==> config.mk <==
export PLATFORM = sky130hd
export DESIGN_NAME = spi_dac_frame_writer_flat
export DESIGN_NICKNAME = d
export VERILOG_FILES = /design/src/hdl/sdfw_pkg.sv /design/src/hdl/sdfw_ifs.sv /design/src/hdl/sdfw_core.sv /design/src/hdl/sdfw_out_stage.sv /design/src/hdl/spi_dac_frame_writer.sv /design/src/flat_wrapper.sv
export VERILOG_INCLUDE_DIRS = /design/src /design/src/hdl
export SDC_FILE = /design/constraint.sdc
export NUM_CORES = 1
export LEC_CHECK = 0
export CAP_MARGIN = 5
export CORE_MARGIN = 4
export CORE_UTILIZATION = 57
export DETAILED_ROUTE_END_ITERATION = 8
export DONT_BUFFER_PORTS = 1
export MAX_ROUTING_LAYER = met4
export PLACE_DENSITY_LB_ADDON = 0.05
export SYNTH_ARGS = -nofsm -noshare
export SYNTH_HDL_FRONTEND = slang
export SYNTH_HIERARCHICAL = 1
export SYNTH_SLANG_ARGS = --single-unit
==> constraint.sdc <==
create_clock -name clk -period 2.8 [get_ports clk]
set_input_delay 0.14 -clock clk [delete_from_list [all_inputs] [get_ports clk]]
set_output_delay 0.14 -clock clk [all_outputs]
set_load 0.01 [all_outputs]
==> src/hdl/spi_dac_frame_writer_assert.svh <==
// assertion macros used by the frame writer core
`ifndef SPI_DAC_FRAME_WRITER_ASSERT_SVH
`define SPI_DAC_FRAME_WRITER_ASSERT_SVH

// expression holds on every clock edge out of reset
`define SDFW_ASSERT_ALWAYS(name, clk, rst_n, expr, msg) \
    name: assert property (@(posedge clk) disable iff (!rst_n) (expr)) else $error(msg);

// antecedent implies consequent in the same cycle
`define SDFW_ASSERT_IMPLY(name, clk, rst_n, ante, cons, msg) \
    name: assert property (@(posedge clk) disable iff (!rst_n) (ante) |-> (cons)) \
        else $error(msg);

`endif

==> src/hdl/sdfw_pkg.sv <==
package sdfw_pkg;

    typedef enum logic [2:0] {
        PH_IDLE  = 3'd0,
        PH_SETUP = 3'd1,
        PH_HIGH  = 3'd2,
        PH_TAIL  = 3'd3,
        PH_GUARD = 3'd4
    } phase_t;

    localparam logic [1:0] ACT_IDLE = 2'd0;
    localparam logic [1:0] ACT_SET  = 2'd1;
    localparam logic [1:0] ACT_INIT = 2'd2;

    localparam logic [1:0] CH_A    = 2'd0;
    localparam logic [1:0] CH_B    = 2'd1;
    localparam logic [1:0] CH_BOTH = 2'd2;

    localparam logic [2:0] ADDR_A = 3'd0;
    localparam logic [2:0] ADDR_B = 3'd1;

    localparam logic [2:0]  CMD_WRITE_UPDATE  = 3'h3;
    localparam logic [2:0]  CMD_REFERENCE     = 3'h7;
    localparam logic [15:0] REF_ENABLE_DATA   = 16'h0001;
    localparam logic [4:0]  FRAME_BITS        = 5'd24;
    localparam logic [7:0]  HALF_PERIOD_RESET = 8'd8;

    // pin levels and status for one tick
    typedef struct packed {
        logic sync_n;
        logic sclk;
        logic din;
        logic busy_res;
        logic dropped;
    } result_t;

    function automatic logic [23:0] make_frame(input logic [2:0] cmd,
                                               input logic [2:0] addr,
                                               input logic [15:0] data);
        make_frame = {2'b00, cmd, addr, data};
    endfunction

    // zero half period behaves as one tick
    function automatic logic [7:0] load_delay(input logic [7:0] hp);
        load_delay = (hp == 8'd0) ? 8'd1 : hp;
    endfunction

endpackage

==> src/hdl/sdfw_ifs.sv <==
interface sdfw_req_if;
    logic        valid;
    logic        ready;
    logic [1:0]  action;
    logic [1:0]  channel;
    logic [15:0] value;

    modport source (output valid, output action, output channel, output value, input ready);
    modport sink (input valid, input action, input channel, input value, output ready);
endinterface

interface sdfw_res_if;
    logic valid;
    logic ready;
    logic sync_n;
    logic sclk;
    logic din;
    logic busy_res;
    logic dropped;

    modport source (output valid, output sync_n, output sclk, output din,
                    output busy_res, output dropped, input ready);
    modport sink (input valid, input sync_n, input sclk, input din,
                  input busy_res, input dropped, output ready);
endinterface

==> src/hdl/sdfw_core.sv <==
`include "spi_dac_frame_writer_assert.svh"

module sdfw_core (
    input  logic             clk,
    input  logic             rst_n,
    input  logic             step,
    input  logic [1:0]       action,
    input  logic [1:0]       channel,
    input  logic [15:0]      value,
    input  logic             cfg_we,
    input  logic [7:0]       cfg_wdata,
    output sdfw_pkg::result_t res_next
);
    import sdfw_pkg::*;

    logic [7:0]  half_period_reg;
    phase_t      phase_reg, phase_next;
    logic [4:0]  bit_left_reg, bit_left_next;
    logic [7:0]  delay_count_reg, delay_count_next;
    logic [23:0] shift_word_reg, shift_word_next;
    logic [1:0]  frames_pending_reg, frames_pending_next;
    logic [15:0] held_code_reg, held_code_next;

    logic        is_req;
    logic        dropped;
    logic        do_adv;
    logic [7:0]  dc_dec;
    logic [7:0]  hp_load;
    logic [4:0]  bl_dec;

    always_ff @(posedge clk or negedge rst_n)
    begin
        if (!rst_n)
        begin
            half_period_reg <= HALF_PERIOD_RESET;
        end
        else if (cfg_we)
        begin
            half_period_reg <= cfg_wdata;
        end
    end

    always_ff @(posedge clk or negedge rst_n)
    begin
        if (!rst_n)
        begin
            phase_reg          <= PH_IDLE;
            bit_left_reg       <= '0;
            delay_count_reg    <= '0;
            shift_word_reg     <= '0;
            frames_pending_reg <= '0;
            held_code_reg      <= '0;
        end
        else if (step)
        begin
            phase_reg          <= phase_next;
            bit_left_reg       <= bit_left_next;
            delay_count_reg    <= delay_count_next;
            shift_word_reg     <= shift_word_next;
            frames_pending_reg <= frames_pending_next;
            held_code_reg      <= held_code_next;
        end
    end

    always_comb
    begin
        phase_next          = phase_reg;
        bit_left_next       = bit_left_reg;
        delay_count_next    = delay_count_reg;
        shift_word_next     = shift_word_reg;
        frames_pending_next = frames_pending_reg;
        held_code_next      = held_code_reg;
        dropped             = 1'b0;
        do_adv              = 1'b0;
        hp_load             = load_delay(half_period_reg);
        dc_dec              = (delay_count_reg != 8'd0) ? delay_count_reg - 8'd1 : 8'd0;
        bl_dec              = (bit_left_reg != 5'd0) ? bit_left_reg - 5'd1 : 5'd0;
        is_req              = (action == ACT_SET) || (action == ACT_INIT);

        if (is_req && phase_reg != PH_IDLE)
        begin
            dropped = 1'b1;
            do_adv  = 1'b1;
        end
        else if (action == ACT_SET &&
                 (channel == CH_A || channel == CH_B || channel == CH_BOTH))
        begin
            held_code_next      = value;
            frames_pending_next = (channel == CH_BOTH) ? 2'd1 : 2'd0;
            shift_word_next     = make_frame(CMD_WRITE_UPDATE,
                                             (channel == CH_B) ? ADDR_B : ADDR_A, value);
            bit_left_next       = FRAME_BITS;
            delay_count_next    = hp_load;
            phase_next          = PH_SETUP;
        end
        else if (action == ACT_INIT)
        begin
            held_code_next      = '0;
            frames_pending_next = 2'd2;
            shift_word_next     = make_frame(CMD_REFERENCE, ADDR_A, REF_ENABLE_DATA);
            bit_left_next       = FRAME_BITS;
            delay_count_next    = hp_load;
            phase_next          = PH_SETUP;
        end
        else
        begin
            do_adv = 1'b1;
        end

        if (do_adv && phase_reg != PH_IDLE)
        begin
            delay_count_next = dc_dec;
            if (dc_dec == 8'd0)
            begin
                unique case (phase_reg)
                    PH_SETUP:
                    begin
                        phase_next       = PH_HIGH;
                        delay_count_next = hp_load;
                    end
                    PH_HIGH:
                    begin
                        bit_left_next    = bl_dec;
                        delay_count_next = hp_load;
                        if (bl_dec != 5'd0)
                        begin
                            shift_word_next = {shift_word_reg[22:0], 1'b0};
                            phase_next      = PH_SETUP;
                        end
                        else
                        begin
                            phase_next = PH_TAIL;
                        end
                    end
                    PH_TAIL:
                    begin
                        phase_next       = PH_GUARD;
                        delay_count_next = hp_load;
                    end
                    PH_GUARD:
                    begin
                        if (frames_pending_reg != 2'd0)
                        begin
                            frames_pending_next = frames_pending_reg - 2'd1;
                            shift_word_next     = make_frame(CMD_WRITE_UPDATE,
                                (frames_pending_reg == 2'd2) ? ADDR_A : ADDR_B,
                                held_code_reg);
                            bit_left_next       = FRAME_BITS;
                            delay_count_next    = hp_load;
                            phase_next          = PH_SETUP;
                        end
                        else
                        begin
                            phase_next       = PH_IDLE;
                            shift_word_next  = '0;
                            delay_count_next = '0;
                        end
                    end
                    default:
                    begin
                        phase_next          = PH_IDLE;
                        frames_pending_next = '0;
                        delay_count_next    = '0;
                    end
                endcase
            end
        end

        res_next.sync_n   = 1'b1;
        res_next.sclk     = 1'b0;
        res_next.din      = 1'b0;
        if (phase_next == PH_SETUP || phase_next == PH_HIGH || phase_next == PH_TAIL)
        begin
            res_next.sync_n = 1'b0;
            res_next.din    = shift_word_next[23];
            res_next.sclk   = (phase_next == PH_HIGH);
        end
        res_next.busy_res = (phase_next != PH_IDLE);
        res_next.dropped  = dropped;
    end

    `SDFW_ASSERT_IMPLY(a_delay_live, clk, rst_n, phase_reg != PH_IDLE,
        delay_count_reg != 8'd0, "active phase with zero delay count")
    `SDFW_ASSERT_IMPLY(a_idle_no_pending, clk, rst_n, phase_reg == PH_IDLE,
        frames_pending_reg == 2'd0, "frames pending while idle")
    `SDFW_ASSERT_ALWAYS(a_bit_range, clk, rst_n, bit_left_reg <= FRAME_BITS,
        "bit count beyond frame length")

endmodule

==> src/hdl/sdfw_out_stage.sv <==
module sdfw_out_stage (
    input  logic              clk,
    input  logic              rst_n,
    input  logic              step,
    input  sdfw_pkg::result_t res_next,
    output logic              take_ok,
    sdfw_res_if.source        res
);
    import sdfw_pkg::*;

    logic    valid_reg;
    result_t result_reg;

    // new item may enter when the register is empty or being drained
    assign take_ok = !valid_reg || res.ready;

    always_ff @(posedge clk or negedge rst_n)
    begin
        if (!rst_n)
        begin
            valid_reg <= 1'b0;
        end
        else if (step)
        begin
            valid_reg <= 1'b1;
        end
        else if (res.ready)
        begin
            valid_reg <= 1'b0;
        end
    end

    always_ff @(posedge clk)
    begin
        if (step)
        begin
            result_reg <= res_next;
        end
    end

    assign res.valid    = valid_reg;
    assign res.sync_n   = result_reg.sync_n;
    assign res.sclk     = result_reg.sclk;
    assign res.din      = result_reg.din;
    assign res.busy_res = result_reg.busy_res;
    assign res.dropped  = result_reg.dropped;

endmodule

==> src/hdl/spi_dac_frame_writer.sv <==
// channel  dir  payload                          moves
// cmd      in   action[1:0] channel[1:0] value   one tick of requests per item
// res      out  sync_n sclk din busy_res dropped pin levels after that tick
// cfg      in   cfg_wdata[7:0] half_period       write on cfg_we
//
// one item enters per cycle while cmd.ready is high; its result is in the output register the next cycle
// the state update is one pass of combinational logic from the frame state registers
// cmd.ready drops only while a result sits unread and res.ready is low
// reset puts the sequencer idle with half_period at 8; the result register itself is not reset
module spi_dac_frame_writer (
    input  logic       clk,
    input  logic       rst_n,
    sdfw_req_if.sink   cmd,
    sdfw_res_if.source res,
    input  logic       cfg_we,
    input  logic [7:0] cfg_wdata
);
    import sdfw_pkg::*;

    logic    take_ok;
    logic    step;
    result_t res_next;

    // an item counts as a tick only when the handshake completes
    assign cmd.ready = take_ok;
    assign step      = cmd.valid && take_ok;

    // frame sequencer: shift word, bit and delay counters, pending frames
    sdfw_core u_core (
        .clk       (clk),
        .rst_n     (rst_n),
        .step      (step),
        .action    (cmd.action),
        .channel   (cmd.channel),
        .value     (cmd.value),
        .cfg_we    (cfg_we),
        .cfg_wdata (cfg_wdata),
        .res_next  (res_next)
    );

    // result register between the sequencer and the consumer
    sdfw_out_stage u_out (
        .clk      (clk),
        .rst_n    (rst_n),
        .step     (step),
        .res_next (res_next),
        .take_ok  (take_ok),
        .res      (res)
    );

endmodule
==> src/flat_wrapper.sv <==
// flat-port wrapper written by rule: the top's interface ports become plain ports
module spi_dac_frame_writer_flat import sdfw_pkg::*;
  (clk, rst_n, cfg_we, cfg_wdata, cmd_valid, cmd_action, cmd_channel, cmd_value, cmd_ready, res_valid, res_sync_n, res_sclk, res_din, res_busy_res, res_dropped, res_ready);
  sdfw_req_if cmd_i ();
  sdfw_res_if res_i ();
  input  logic clk;
  input  logic rst_n;
  input  logic cfg_we;
  input  logic [7:0] cfg_wdata;
  input wire logic [$bits(cmd_i.valid)-1:0] cmd_valid;
  input wire logic [$bits(cmd_i.action)-1:0] cmd_action;
  input wire logic [$bits(cmd_i.channel)-1:0] cmd_channel;
  input wire logic [$bits(cmd_i.value)-1:0] cmd_value;
  output wire logic [$bits(cmd_i.ready)-1:0] cmd_ready;
  output wire logic [$bits(res_i.valid)-1:0] res_valid;
  output wire logic [$bits(res_i.sync_n)-1:0] res_sync_n;
  output wire logic [$bits(res_i.sclk)-1:0] res_sclk;
  output wire logic [$bits(res_i.din)-1:0] res_din;
  output wire logic [$bits(res_i.busy_res)-1:0] res_busy_res;
  output wire logic [$bits(res_i.dropped)-1:0] res_dropped;
  input wire logic [$bits(res_i.ready)-1:0] res_ready;
  assign cmd_i.valid = cmd_valid;
  assign cmd_i.action = cmd_action;
  assign cmd_i.channel = cmd_channel;
  assign cmd_i.value = cmd_value;
  assign cmd_ready = cmd_i.ready;
  assign res_valid = res_i.valid;
  assign res_sync_n = res_i.sync_n;
  assign res_sclk = res_i.sclk;
  assign res_din = res_i.din;
  assign res_busy_res = res_i.busy_res;
  assign res_dropped = res_i.dropped;
  assign res_i.ready = res_ready;
  spi_dac_frame_writer u_core (.clk(clk), .rst_n(rst_n), .cmd(cmd_i), .res(res_i), .cfg_we(cfg_we), .cfg_wdata(cfg_wdata));
endmodule
==> results.yml <==
die:
  core_sq_mm: 0.00639
  fp.dieW_microns: 89.2
  die_h_microns: 89.2
  initial_core_util_pct: 58.9
  pin_count: 40
  row_count: 29
  dieArea_sq_mm: 0.00796
timing:
  holdWs_ns: 0.0876
  finalHoldViolations: 0
  relSlewSlack_pct: 59.2
  fin_skew_ns: 0.0117
  fin_crit_sh_pct: 95.4
  fmax_mhz: 374
  grt_setup_unrepaired: "false"
  period_needed_ns: 2.67
  worstMarginPinSlew_ns: 0.609
  finalSetupViolations: 0
  drv_slew: 0
global_routing:
  grt_overflow: 0
  grt_pass1_wl_microns: 16000
  grt_max_degree: 68
  antenna_found_initial: 0
  grt_usage_pct: 26.6
  grt_pass1_vias: 3117
route:
  remaining_drc_errors: 0
  via_count: 3228
  drt_pass1_iterations: 5
  drt_wl_total_microns: 9390
  ant_nets: 0
  routed_via_density: 6.59
  drtIter0Drc: 224
  avgRoutedWirePerCell_microns: 19.2
place:
  port_buffers: 0
  placed_cells: 437
  gp_congestion: 0.932
  dp_hpwl_microns: 5970
  place_area_sq_mm: 0.00396
setup_path:
  endpoint_kind: "flip-flop"
  crit_type: "flip-flop to flip-flop"
  crit_path_max_fanout: 6
  critPathSlowestCell: "or4b_4"
  arrival_ns: 2.75
  critPathLaunchType: "flip-flop"
  path_cells: "inv_1 > ha_2 > or4b_4 > nor4_4 > a31oi_2 > or4_1 > o31a_1 > or3_1"
  required_ns: 2.88
  slowest_delay_ns: 0.50
status:
  outcome: "finished, final reports clean"
synthesis:
  yosysSeqAreaShare_pct: 48.6
  synth_nets: 395
  syn-cell-area_sq_mm: 0.00376
  yosys-top-cells-area: "dfrtp_1, a221o_1, a22o_1"
  ys_warn_count: 6
  ys.flop_type: "dfrtp_1"
  ys_types: 62
  avgSynthCellArea_sq_um: 10.5
  async_reset_ff_share_pct: 93.1
  synth_top_area_share_pct: 43.9
  netlist_instances: 358
  synth_edf_count: 5
  synth_area_leader_cell: "dfrtp_1"
  synth-seq-cells: 72
pwr:
  ir_drop_v: 0.000427
  leakagePower_nw: 1.88
  power-per-cell-area_mw_per_mm2: 726
cells_and_area:
  regArea_sq_mm: 0.00183
  largest_reg_flops: 24
  area_delta_synth_final_pct: 21.3
  postLayoutCellArea_sq_mm: 0.00456
  instances_no_fill: 490
  multi_input_area_sq_mm: 0.00182
  diodes: 0
  drive_gt1_share_pct: 15.7
  fillers: 473
  fin_util_pct: 71.4
  finalNetCount: 445
cts:
  clockRootBuffer: "clkbuf_8"
  clk_path_buf_depth: 2
  cts.clk_slew.worst_paths_ns: 0.08
  htree_levels: 3
  cts_buffers: 9
  clk_latency_ns: 0.35
  cts_sinks: 72
  tritoncts: "built"
worst_hold_path:
  holdCritPathClass: "primary input to flip-flop"
flow_run:
  cap_violations: 0
## cell families (layout without fill, tap and decap cells)
| family | after synthesis | after routing | synth area share [%] |
|---|---|---|---|
| compound gates | 122 | 122 | 25.5 |
| simple gates | 113 | 113 | 16.8 |
| flops | 72 | 72 | 48.6 |
| buf+inv | 32 | 87 | 3.46 |
| mux | 13 | 13 | 3.83 |
| fa+ha+maj | 4 | 4 | 1.33 |
| xor+xnor | 2 | 2 | 0.466 |
## critical path, delay by kind of cell, from the launching register on
family	cells	cell delay, ns
and+or+nand+nor	4	1.53
buffers and inverters	1	0.06
AOI/OAI and AO/OA	2	0.22
adders and majority gates	1	0.20
DFF	1	0.39
## final cells by class
type,instances,area share (%)
sequential,72,40.1
multi-input combinational,254,40.0
timing repair buffer,58,12.5
clock buffer,10,2.80
tap,77,2.11
clock inverter,6,1.48
inverter,13,1.07
## placed cells by master, fill, tap and decap left out, types with 4 or more instances in the layout
| master | Yosys | routed |
|---|---|---|
| nand3_1 | 6 | 6 |
| nand2b_1 | 4 | 4 |
| inv_1 | 13 | 13 |
| edfxtp_1 | 5 | 5 |
| buf_4 | 1 | 20 |
| o31ai_1 | 5 | 5 |
| a22o_1 | 19 | 19 |
| dfrtp_1 | 66 | 66 |
| a31oi_1 | 7 | 7 |
| nand2_1 | 22 | 22 |
| o21ai_0 | 14 | 13 |
| or3_1 | 5 | 5 |
| nor3_1 | 28 | 28 |
| nor2_1 | 18 | 17 |
| dlygate4sd3_1 | 0 | 34 |
| a21oi_1 | 7 | 7 |
| mux2_2 | 11 | 11 |
| clkbuf_8 | 0 | 9 |
| a221o_1 | 22 | 22 |
| a22oi_1 | 16 | 16 |
## final timing paths
path	startpoint	slack, ns	end	cells past startpoint
min in group asynchronous	rst_n	0.39	u_core/u_core/frames_pending_reg[1]	2
setup / recovery	u_core/u_core/delay_count_reg[1]	0.13	u_core/u_out/res.busy_res	8
hold reg to reg	u_core/u_core/held_code_reg[0]	0.49	u_core/u_core/held_code_reg[0]	2
hold / removal	cmd_value[0]	0.09	u_core/u_core/shift_word_reg[0]	3
setup reg to reg	u_core/u_core/delay_count_reg[1]	0.13	u_core/u_out/res.busy_res	8
max in group asynchronous	rst_n	2.08	u_core/u_core/half_period_reg[3]	2
## power breakdown
group	switching, W	internal, W	total [W]
combinational	0.000558	0.000491	0.00105
clock	0.000410	0.000417	0.000827
sequential	0.000178	0.00126	0.00143
## routing by layer
layer | global-route usage [%] | up-vias | part of all wire [%]
met5 | - | - | 0
met4 | 5.28 | 0 | 0.33
met3 | 6.91 | 5 | 7.8
li1 | - | 1506 | -
met1 | 39.4 | 1589 | 46
met2 | 37.0 | 128 | 46
## stage by stage
step / setup slack [ns] / TNS, ns / total power [W]
2_1_floorplan: 0.121 / 0 / 0.00211
3_3_place_gp: 0.0963 / 0 / 0.00237
3_5_place_dp: -0.0185 / -0.0185 / 0.00238
4_1_cts: 0.0203 / 0 / 0.00330
5_1_grt: 0.0151 / 0 / 0.00353
6_report: 0.129 / 0 / 0.00331
## repair_timing
item	CTS	global route
hold buffers	35	0
pin swaps	2	1
endpoints found under the hold margin	106	0
setup buffers	2	0
endpoints found under the setup margin	1	21
gates resized for setup	1	5
## cells in the mapped netlist (all sizes together) (6+ instances only)
library cell and number:
a21oi 7, nand2 22, a22oi 16, mux2 11, o21ai 14, nor2 19, clkbuf 12, nor3 29
a22o 19, inv 13, nand3 6, buf 7, a31oi 8, a221o 22, dfrtp 66, nand2b 6
(Power assumes the default switching activity.)
